<file path="src/rtl/bsfr_pkg.sv">
// ----------------------------------------------------------------------------
// bsfr_pkg
// Shared types, byte codes and defaults of the byte-stuffed frame receiver.
// ----------------------------------------------------------------------------
package bsfr_pkg;

  localparam int unsigned MAX_FRAME_BYTES_DEF = 1024;

  localparam logic [7:0] FLAG_BYTE = 8'h7E;
  localparam logic [7:0] ESC_BYTE  = 8'h7D;
  localparam logic [7:0] ESC_FLAG  = 8'h5E;
  localparam logic [7:0] ESC_ESC   = 8'h5D;
  localparam logic [7:0] CTL_SEQ0  = 8'h00;
  localparam logic [7:0] CTL_SEQ1  = 8'h40;
  localparam logic [7:0] REJ_SEQ0  = 8'h01;
  localparam logic [7:0] REJ_SEQ1  = 8'h81;
  localparam logic [7:0] RR_SEQ0   = 8'h05;
  localparam logic [7:0] RR_SEQ1   = 8'h85;

  localparam logic [7:0] ADDRESS_RST  = 8'd3;
  localparam logic [7:0] CHECK_RST    = 8'd3;
  localparam logic [7:0] EXP_CTL_RST  = 8'd7;

  typedef enum logic [1:0] {
    REG_ADDRESS  = 2'd0,
    REG_CHECK    = 2'd1,
    REG_EXP_CTL  = 2'd2,
    REG_INFO     = 2'd3
  } reg_index_t;

  typedef enum logic [2:0] {
    ST_HUNT = 3'd0,
    ST_FLAG = 3'd1,
    ST_ADDR = 3'd2,
    ST_CTRL = 3'd3,
    ST_DATA = 3'd4
  } state_t;

  typedef enum logic [2:0] {
    STS_ACK        = 3'd0,
    STS_REJECT     = 3'd1,
    STS_UNEXPECTED = 3'd2,
    STS_DATA_GOOD  = 3'd3,
    STS_DATA_BAD   = 3'd4,
    STS_OVERFLOW   = 3'd5
  } status_t;

  typedef struct packed {
    logic [7:0] address_byte;
    logic [7:0] check_address;
    logic [7:0] expected_control;
    logic       information_mode;
  } cfg_t;

  typedef struct packed {
    logic       frame_end;
    logic [7:0] payload_byte;
    logic [2:0] status;
    logic       sequence_bit;
    logic       reply_needed;
    logic [7:0] reply_control;
  } result_t;

endpackage

</file>
<file path="src/rtl/bsfr_decoder.sv">
// ----------------------------------------------------------------------------
// bsfr_decoder
// Frame state and single-pass decode of one received byte: header checks,
// escape removal, one-byte payload delay, running XOR and end-of-frame status.
// ----------------------------------------------------------------------------
module bsfr_decoder #(
  parameter int unsigned MAX_FRAME_BYTES = bsfr_pkg::MAX_FRAME_BYTES_DEF
) (
  input  logic              clk,
  input  logic              rst,
  input  logic              step,
  input  logic [7:0]        rx_byte,
  input  bsfr_pkg::cfg_t    cfg,
  output logic              res_valid,
  output bsfr_pkg::result_t res
);

  localparam int unsigned CNT_W = $clog2(MAX_FRAME_BYTES + 1);
  localparam logic [CNT_W-1:0] CNT_MAX = CNT_W'(MAX_FRAME_BYTES);

  bsfr_pkg::state_t state, state_next;
  logic             frame_sequence, frame_sequence_next;
  logic [7:0]       running_parity, running_parity_next;
  logic [7:0]       held_byte, held_byte_next;
  logic             held_valid, held_valid_next;
  logic             escape_pending, escape_pending_next;
  logic [CNT_W-1:0] stuffed_count, stuffed_count_next;

  logic [CNT_W-1:0] cnt_inc;
  logic [7:0]       hdr_ctl;
  logic [7:0]       v;
  logic             have_v;
  logic             good;

  always_ff @(posedge clk) begin
    if (rst) begin
      state          <= bsfr_pkg::ST_HUNT;
      frame_sequence <= 1'b0;
      running_parity <= '0;
      held_byte      <= '0;
      held_valid     <= 1'b0;
      escape_pending <= 1'b0;
      stuffed_count  <= '0;
    end else if (step) begin
      state          <= state_next;
      frame_sequence <= frame_sequence_next;
      running_parity <= running_parity_next;
      held_byte      <= held_byte_next;
      held_valid     <= held_valid_next;
      escape_pending <= escape_pending_next;
      stuffed_count  <= stuffed_count_next;
    end
  end

  always_comb begin
    state_next          = state;
    frame_sequence_next = frame_sequence;
    running_parity_next = running_parity;
    held_byte_next      = held_byte;
    held_valid_next     = held_valid;
    escape_pending_next = escape_pending;
    stuffed_count_next  = stuffed_count;
    res_valid           = 1'b0;
    res                 = '0;
    cnt_inc             = stuffed_count + CNT_W'(1);
    hdr_ctl             = cfg.information_mode
                          ? (frame_sequence ? bsfr_pkg::CTL_SEQ1 : bsfr_pkg::CTL_SEQ0)
                          : cfg.expected_control;
    v                   = rx_byte;
    have_v              = 1'b0;
    good                = held_valid && (held_byte == running_parity);

    case (state)
      bsfr_pkg::ST_FLAG: begin
        if (rx_byte == cfg.address_byte) begin
          state_next = bsfr_pkg::ST_ADDR;
        end else if (rx_byte != bsfr_pkg::FLAG_BYTE) begin
          state_next = bsfr_pkg::ST_HUNT;
        end
      end
      bsfr_pkg::ST_ADDR: begin
        if (!cfg.information_mode) begin
          if (rx_byte == cfg.expected_control) begin
            state_next = bsfr_pkg::ST_CTRL;
          end else if (rx_byte == bsfr_pkg::FLAG_BYTE) begin
            state_next = bsfr_pkg::ST_FLAG;
          end else begin
            state_next    = bsfr_pkg::ST_HUNT;
            res_valid     = 1'b1;
            res.frame_end = 1'b1;
            res.status    = (rx_byte == bsfr_pkg::REJ_SEQ0 || rx_byte == bsfr_pkg::REJ_SEQ1)
                            ? bsfr_pkg::STS_REJECT : bsfr_pkg::STS_UNEXPECTED;
          end
        end else if (rx_byte == bsfr_pkg::CTL_SEQ0) begin
          frame_sequence_next = 1'b0;
          state_next          = bsfr_pkg::ST_CTRL;
        end else if (rx_byte == bsfr_pkg::CTL_SEQ1) begin
          frame_sequence_next = 1'b1;
          state_next          = bsfr_pkg::ST_CTRL;
        end else if (rx_byte == bsfr_pkg::FLAG_BYTE) begin
          state_next = bsfr_pkg::ST_FLAG;
        end else begin
          state_next = bsfr_pkg::ST_HUNT;
        end
      end
      bsfr_pkg::ST_CTRL: begin
        if (rx_byte == (cfg.check_address ^ hdr_ctl)) begin
          state_next          = bsfr_pkg::ST_DATA;
          running_parity_next = '0;
          held_byte_next      = '0;
          held_valid_next     = 1'b0;
          escape_pending_next = 1'b0;
          stuffed_count_next  = '0;
        end else begin
          state_next = bsfr_pkg::ST_HUNT;
        end
      end
      bsfr_pkg::ST_DATA: begin
        if (!cfg.information_mode || rx_byte == bsfr_pkg::FLAG_BYTE ||
            cnt_inc == CNT_MAX) begin
          state_next          = bsfr_pkg::ST_HUNT;
          running_parity_next = '0;
          held_byte_next      = '0;
          held_valid_next     = 1'b0;
          escape_pending_next = 1'b0;
          stuffed_count_next  = '0;
          if (!cfg.information_mode) begin
            if (rx_byte == bsfr_pkg::FLAG_BYTE) begin
              res_valid     = 1'b1;
              res.frame_end = 1'b1;
              res.status    = bsfr_pkg::STS_ACK;
            end
          end else if (rx_byte == bsfr_pkg::FLAG_BYTE) begin
            res_valid         = 1'b1;
            res.frame_end     = 1'b1;
            res.status        = good ? bsfr_pkg::STS_DATA_GOOD : bsfr_pkg::STS_DATA_BAD;
            res.sequence_bit  = frame_sequence;
            res.reply_needed  = 1'b1;
            if (good) begin
              res.reply_control = frame_sequence ? bsfr_pkg::RR_SEQ1 : bsfr_pkg::RR_SEQ0;
            end else begin
              res.reply_control = frame_sequence ? bsfr_pkg::REJ_SEQ1 : bsfr_pkg::REJ_SEQ0;
            end
          end else begin
            res_valid        = 1'b1;
            res.frame_end    = 1'b1;
            res.status       = bsfr_pkg::STS_OVERFLOW;
            res.sequence_bit = frame_sequence;
          end
        end else begin
          stuffed_count_next = cnt_inc;
          if (escape_pending) begin
            escape_pending_next = 1'b0;
            if (rx_byte == bsfr_pkg::ESC_FLAG) begin
              v      = bsfr_pkg::FLAG_BYTE;
              have_v = 1'b1;
            end else if (rx_byte == bsfr_pkg::ESC_ESC) begin
              v      = bsfr_pkg::ESC_BYTE;
              have_v = 1'b1;
            end
          end else if (rx_byte == bsfr_pkg::ESC_BYTE) begin
            escape_pending_next = 1'b1;
          end else begin
            have_v = 1'b1;
          end
          if (have_v) begin
            held_byte_next  = v;
            held_valid_next = 1'b1;
            if (held_valid) begin
              res_valid           = 1'b1;
              res.payload_byte    = held_byte;
              res.sequence_bit    = frame_sequence;
              running_parity_next = running_parity ^ held_byte;
            end
          end
        end
      end
      default: begin
        state_next = (rx_byte == bsfr_pkg::FLAG_BYTE) ? bsfr_pkg::ST_FLAG : bsfr_pkg::ST_HUNT;
      end
    endcase
  end

endmodule

</file>
<file path="src/rtl/byte_stuffed_frame_receiver.sv">
// ----------------------------------------------------------------------------
// byte_stuffed_frame_receiver
// Receives byte-stuffed HDLC-style frames one byte per request, checks the
// header, removes escapes and reports payload bytes and end-of-frame status.
// ----------------------------------------------------------------------------
// Takes one byte per clock cycle in steady state unless the output stalls. A
// byte goes into an input register, is decoded in one pass against the frame
// state, and its result (if any) goes into the output register. Throughput is
// set by the output register alone: while it holds an untaken result the next
// byte waits in the input register, and input ready drops once both are full.
// Configuration writes are always accepted and take effect on the next byte.
module byte_stuffed_frame_receiver #(
  parameter int unsigned MAX_FRAME_BYTES = bsfr_pkg::MAX_FRAME_BYTES_DEF
) (
  input  logic       clk,
  input  logic       rst,
  input  logic       cfg_valid,
  output logic       cfg_ready,
  input  logic [1:0] cfg_index,
  input  logic [7:0] cfg_data,
  input  logic       in_valid,
  output logic       in_ready,
  input  logic [7:0] rx_byte,
  output logic       out_valid,
  input  logic       out_ready,
  output logic       frame_end,
  output logic [7:0] payload_byte,
  output logic [2:0] status,
  output logic       sequence_bit,
  output logic       reply_needed,
  output logic [7:0] reply_control
);

  bsfr_pkg::cfg_t    cfg;
  logic              in_full;
  logic [7:0]        in_byte;
  logic              step;
  logic              res_valid;
  bsfr_pkg::result_t res;
  bsfr_pkg::result_t out_res;

  assign cfg_ready = 1'b1;

  always_ff @(posedge clk) begin
    if (rst) begin
      cfg.address_byte     <= bsfr_pkg::ADDRESS_RST;
      cfg.check_address    <= bsfr_pkg::CHECK_RST;
      cfg.expected_control <= bsfr_pkg::EXP_CTL_RST;
      cfg.information_mode <= 1'b0;
    end else if (cfg_valid) begin
      case (bsfr_pkg::reg_index_t'(cfg_index))
        bsfr_pkg::REG_ADDRESS: cfg.address_byte     <= cfg_data;
        bsfr_pkg::REG_CHECK:   cfg.check_address    <= cfg_data;
        bsfr_pkg::REG_EXP_CTL: cfg.expected_control <= cfg_data;
        bsfr_pkg::REG_INFO:    cfg.information_mode <= cfg_data[0];
        default: ;
      endcase
    end
  end

  assign step     = in_full && (!out_valid || out_ready);
  assign in_ready = !in_full || step;

  always_ff @(posedge clk) begin
    if (rst) begin
      in_full <= 1'b0;
    end else if (in_ready) begin
      in_full <= in_valid;
    end
  end

  always_ff @(posedge clk) begin
    if (in_valid && in_ready) begin
      in_byte <= rx_byte;
    end
  end

  bsfr_decoder #(
    .MAX_FRAME_BYTES(MAX_FRAME_BYTES)
  ) u_decoder (
    .clk      (clk),
    .rst      (rst),
    .step     (step),
    .rx_byte  (in_byte),
    .cfg      (cfg),
    .res_valid(res_valid),
    .res      (res)
  );

  always_ff @(posedge clk) begin
    if (rst) begin
      out_valid <= 1'b0;
    end else if (step) begin
      out_valid <= res_valid;
    end else if (out_ready) begin
      out_valid <= 1'b0;
    end
  end

  always_ff @(posedge clk) begin
    if (step && res_valid) begin
      out_res <= res;
    end
  end

  assign frame_end     = out_res.frame_end;
  assign payload_byte  = out_res.payload_byte;
  assign status        = out_res.status;
  assign sequence_bit  = out_res.sequence_bit;
  assign reply_needed  = out_res.reply_needed;
  assign reply_control = out_res.reply_control;

  // stalled result with a byte waiting must block the input
  a_stall_blocks_input: assert property (@(posedge clk) disable iff (rst)
    (in_full && out_valid && !out_ready) |-> !in_ready)
    else $error("input taken while output stalled");

  a_reply_only_on_data_status: assert property (@(posedge clk) disable iff (rst)
    out_valid |-> (reply_needed ==
      (frame_end && (status == bsfr_pkg::STS_DATA_GOOD ||
                     status == bsfr_pkg::STS_DATA_BAD))))
    else $error("reply flag inconsistent with status");

  a_payload_plain: assert property (@(posedge clk) disable iff (rst)
    (out_valid && !frame_end) |-> (status == bsfr_pkg::STS_ACK && reply_control == 8'h00))
    else $error("payload result carries status");

  a_reply_seq: assert property (@(posedge clk) disable iff (rst)
    (out_valid && reply_needed) |-> (reply_control[7] == sequence_bit))
    else $error("reply control does not match sequence bit");

endmodule

</file>
<file path="config.mk">
export PLATFORM = sky130hd
export DESIGN_NAME = byte_stuffed_frame_receiver
export DESIGN_NICKNAME = d
export VERILOG_FILES = /design/src/rtl/bsfr_pkg.sv /design/src/rtl/bsfr_decoder.sv /design/src/rtl/byte_stuffed_frame_receiver.sv
export SDC_FILE = /design/constraint.sdc
export NUM_CORES = 1
export LEC_CHECK = 0
export BUFFER_PORTS_ARGS = -buffer_cell sky130_fd_sc_hd__buf_2
export CORE_UTILIZATION = 40
export CTS_BUF_LIST = sky130_fd_sc_hd__clkbuf_4 sky130_fd_sc_hd__clkbuf_8 sky130_fd_sc_hd__clkbuf_16
export CTS_CLUSTER_SIZE = 40
export DETAILED_ROUTE_END_ITERATION = 10
export MAX_ROUTING_LAYER = met4
export PLACE_DENSITY = 0.6
export SYNTH_ARGS = -nofsm -noshare
export SYNTH_HDL_FRONTEND = slang
export SYNTH_HIERARCHICAL = 1
export SYNTH_SLANG_ARGS = --single-unit
</file>
<file path="constraint.sdc">
create_clock -name clk -period 3.85 [get_ports clk]
set_clock_uncertainty 0.2 [all_clocks]
set_input_delay 0.385 -clock clk [delete_from_list [all_inputs] [get_ports clk]]
set_output_delay 0.385 -clock clk [all_outputs]
set_load 0.02 [all_outputs]
</file>
Yosys cells after proc, flatten, opt, wreduce, memory -nomap -nowiden:

Cells that the tools add are included.

* reductions and logical operators: 29
* mux-type cells: 72
* equal/unequal tests: 25
* $add $sub $neg: 1
* bitwise logic cells: 5

Operators by type and width (count)
* $mux W8: 13
* $mux W3: 14
* $eq A8 B7 Y1 const B: 5
* $eq A8 B8 Y1: 4
* $pmux W8 S2: 2
* $mux W1: 29
* $mux W11: 2
* $pmux W11 S2: 1
* $xor A8 B8 Y8: 2
* $pmux W3 S4: 1
* $reduce_and A4 Y1: 3
* $add A11 B1 Y11 const B: 1
* $eq A11 B11 Y1 const B: 1
* $mux W10: 1
* $mux W9: 1
* $ne A3 B1 Y1 const B: 3
* $reduce_and A3 Y1: 3
* $eq A8 B1 Y1 const B: 1
* $eq A8 B8 Y1 const B: 1
* $logic_not A8 Y1: 1
* $ne A8 B7 Y1 const B: 1
* $pmux W1 S2: 4
* $reduce_and A2 Y1: 4
* $mux W7: 1
* other kinds (17): 33

* flip-flop bits (word level): 90
* logic and storage cells: 152
* bits of input ports: 23

Longest topological paths before layout:

* depth after elaboration: 10
* mapped depth: 10
* gate-level depth less buffers: 9

Modules after synthesis:

The synthesis kept the hierarchy.

Modules (own cells, without submodules)
* bsfr_decoder: instances 1, cells an instance 339, seq. area each 660.6 µm², area an instance 2728.9 µm²
* byte_stuffed_frame_receiver: instances 1, cells an instance 140, seq. area each 1441.4 µm², area an instance 2033.2 µm²

Worst setup path before layout:

OpenSTA, ideal clock, no wires.

* path kind: reg2reg
* start: reg in_byte[7]
* end: reg out_res, in the netlist frame_end (enable)
* buffers on the path: 2
* arrival: 2920 ps
* library setup time: 403 ps
* cell stages (with the launch flop): 11
* data required time: 3247 ps
* setup slack: 327 ps
* path through: edfxtp_1 -> buf_2 -> nand3b_1 -> or3_1 -> o22ai_2 -> and2_1 -> clkbuf_1 -> o21ai_0 -> a21oi_1 -> nand2_1 -> nor2b_1

* cells in the longest elaborated chain, start to end: 10

Ends and longest elaborated chain
* start, declared: line byte_stuffed_frame_receiver.sv:36 `logic [7:0] in_byte;`
* start signal, assigned: line byte_stuffed_frame_receiver.sv:74 `in_byte <= rx_byte;`
* $eq A8 B7 Y1: line bsfr_decoder.sv:157 `end else if (rx_byte == bsfr_pkg::ESC_ESC) begin`
* $mux W1: line bsfr_decoder.sv:157
* $mux W1: line bsfr_decoder.sv:154 `if (rx_byte == bsfr_pkg::ESC_FLAG) begin`
* $mux W1: line bsfr_decoder.sv:152 `if (escape_pending) begin`
* $mux W1: line bsfr_decoder.sv:119 `if (!cfg.information_mode || rx_byte == bsfr_pkg::FLAG_BYTE ||`
* $mux W1: line bsfr_decoder.sv:73 `case (state)`
* $mux W1: line bsfr_decoder.sv:166 `if (have_v) begin`
* $mux W1: line bsfr_decoder.sv:119
* $pmux W1 S2 *: line bsfr_decoder.sv:73
* via res_valid: line byte_stuffed_frame_receiver.sv:38 `logic res_valid;`
* $logic_and A1 B1 Y1 *: line byte_stuffed_frame_receiver.sv:101 `if (step && res_valid) begin`
* end signal, assigned: line byte_stuffed_frame_receiver.sv:102 `out_res <= res;`
* end, declared: line byte_stuffed_frame_receiver.sv:40 `bsfr_pkg::result_t out_res;`

Mark *: on every way through the listed nets, which the timed path passes. The rest lies on a longest branch. The select of a mux whose other input is x is not followed.
A chain may end at the register's enable or synchronous reset.

Final worst setup path:

* start: reg in_byte[7]
* end: reg out_res, in the netlist reply_control[5] (enable)

The elaborated chain is that of the path after synthesis.

==> flow_metrics.env <==
export IMPL_status="finished with violations"
export IMPL_violations="DRC"
export IMPL_fp_coreArea_um2=11500
export IMPL_clk_pin_slew_worst_paths_ns=0.06
export IMPL_final_hold_viol_count=0
export IMPL_ys_warn_count=6
export IMPL_avgSynthCellArea_um2=9.94
export IMPL_drt_first_pass_iters=7
export IMPL_endpoint_kind="register"
export IMPL_drt_wl_total_mm=10.6
export IMPL_grt_max_degree=48
export IMPL_detail_route_antenna_nets=0
export IMPL_ctsResizeCount=0
export IMPL_start_util_pct=41.4
export IMPL_cts_tree="yes"
export IMPL_min_period_ns=3.12
export IMPL_drtIter0Drc=255
export IMPL_cts_buffers=9
export IMPL_dpl_cell_count=640
export IMPL_placed_area_um2=4990
export IMPL_power_leakage_nw=1.98
export IMPL_port_buffers=46
export IMPL_io_pins=48
export IMPL_nets=535
export IMPL_cts_sinks=90
export IMPL_drc=10
export IMPL_areaGrowthSynthToFinish_pct=12.6
export IMPL_min_path_type="input port to register"
export IMPL_drive_gt1_share_pct=16.7
export IMPL_fin_hold_ws_ns=0.0218
export IMPL_ys_ff_latch=90
export IMPL_vdd_drop_max_mv=0.255
export IMPL_vias=3489
export IMPL_avgRoutedWirePerCell_um=16.1
export IMPL_syn_area_um2=4760
export IMPL_max_freq_mhz=320
export IMPL_fin_cells=659
export IMPL_tns_ns=0
export IMPL_critPathLaunchType="register"
export IMPL_ys_seq_area_share_pct=44.1
export IMPL_synthCells=479
export IMPL_post_cts_buffers=0
export IMPL_tightest_slew_ns=0.851
export IMPL_synth_flop_cell="dfxtp_1"
export IMPL_cap_violations=0
export IMPL_synth_cell_types=65
export IMPL_antenna_cells=0
export IMPL_cp_required_ns=3.68
export IMPL_final_design_area_no_fill_um2=5360
export IMPL_grt_pass1_wl_mm=17.5
export IMPL_period_share_pct=81.2
export IMPL_grt_pass1_vias=3478
export IMPL_maxSlewHeadroom_pct=43.0
export IMPL_die_x_um=111
export IMPL_clkLatencyLatePin_ns=0.35
export IMPL_path_class="register to register"
export IMPL_async_flop_share_pct=0
export IMPL_setup_violations=0
export IMPL_layout_commonest_cell="dfxtp_1"
export IMPL_rows=39
export IMPL_antenna_found_initial=0
export IMPL_utilization_pct=46.6
export IMPL_dp_hpwl_mm=7.70
export IMPL_overflow=0
export IMPL_gp_congestion=0.900
export IMPL_clockRootBuffer="clkbuf_16"
export IMPL_layout_common_cells="dfxtp_1, buf_2, nand2b_1"
export IMPL_arrival_ns=2.95
export IMPL_via_per_inst=5.29
export IMPL_slew_viol_final=0
export IMPL_p_per_area_nw_per_um2=395
export IMPL_rsz0062_at_grt="no"
export IMPL_die_area_um2=12300
export IMPL_cts_hold_buffers_added=3
export IMPL_cp_max_fo=22
export IMPL_cts_path_max_buffers=2
export IMPL_die_y_um=111
export IMPL_grtUsageTotal_pct=18.8
export IMPL_cts_htree_levels=3
export IMPL_synth_edf_count=30
==> final cells by class <==
class | instances | area [um^2]
Multi-Input combinational cell | 352 | 2430
Fill cell | 1078 | 6150
Sequential cell | 90 | 2100
Clock inverter | 2 | 38.8
Timing Repair Buffer | 54 | 298
Clock buffer | 14 | 304
Inverter | 4 | 15.0
Tap cell | 143 | 179
==> Yosys cell counts (9+ instances only) <==
master	n	share of area [%]
a21oi_1	24	2.5
and3_1	10	1.3
buf_2	11	1.2
buf_4	13	2.0
dfxtp_1	60	25
edfxtp_1	30	19
mux2i_1	31	6.5
nand2_1	33	2.6
nand2b_1	40	5.3
nand3_1	19	2.0
nor2_1	26	2.0
nor2b_1	10	1.3
o22ai_1	9	1.2
xnor2_1	22	4.0
xor2_1	17	3.1
==> cells by family (layout without fill, tap and decap cells) <==
family	count (synthesis)	count (layout)	share of synthesized area, %
multiplexers	31	31	6.52
other	2	6	0.158
buffers and inverters	41	74	5.25
AO/OA/AOI/OAI	77	77	11.9
flip-flops	90	90	44.1
AND/OR/NAND/NOR	197	197	24.1
XOR/XNOR	40	40	7.65
adder cells (fa/ha/maj)	1	1	0.263
==> final timing paths <==
check	startpoint	slack, ns	endpoint	cells after the start
worst max-delay path	in_byte[7]	0.73	reply_control[5]	10
worst min-delay path	rx_byte[3]	0.02	in_byte[3]	1
worst max register to register	in_byte[7]	0.73	reply_control[5]	10
worst min register to register	u_decoder/running_parity[6]	0.29	u_decoder/running_parity[6]	2
==> routing by layer <==
layer	GRT usage [%]	wire length [um]	vias up
li1	-	-	1772
met1	23.9	5150	1631
met2	29.1	4840	79
met3	5.03	488	7
met4	6.22	110	0
met5	-	0	-
==> per-stage QoR <==
step	setup WS [ns]	total power [mW]
floorplan	0.327	1.13
global placement	0.845	1.15
detailed placement	0.753	1.16
CTS	0.739	2.14
global route	0.553	2.19
finish	0.725	2.12
==> power by group <==
part | internal (mW) | total (mW) | switching, mW | leakage, nW
registers | 0.993 | 1.02 | 0.0247 | 0.726
logic | 0.0580 | 0.121 | 0.0625 | 1.08
clock network | 0.615 | 0.978 | 0.363 | 0.170
total | 1.67 | 2.12 | 0.450 | 1.98
==> state kept, by name (all words and copies together), names as in the netlist, 3 cells and up <==
register                  flops
payload_byte                  8
u_decoder/held_byte           8
status                        3
u_decoder/stuffed_count      11
cfg                          25
u_decoder/state               3
u_decoder/running_parity      8
in_byte                       8
reply_control                 8
==> worst max-delay path, stage by stage, from the launching register on <==
cell and delay [ns]:
edfxtp_1 0.52, nand3b_1 0.25, or3_1 0.38, o22ai_2 0.16
buf_4 0.20, and2_1 0.31, o21ai_0 0.12, a21oi_1 0.17
nand2_1 0.09, nor2b_2 0.11, buf_4 0.28
(Power assumes the default switching activity.)
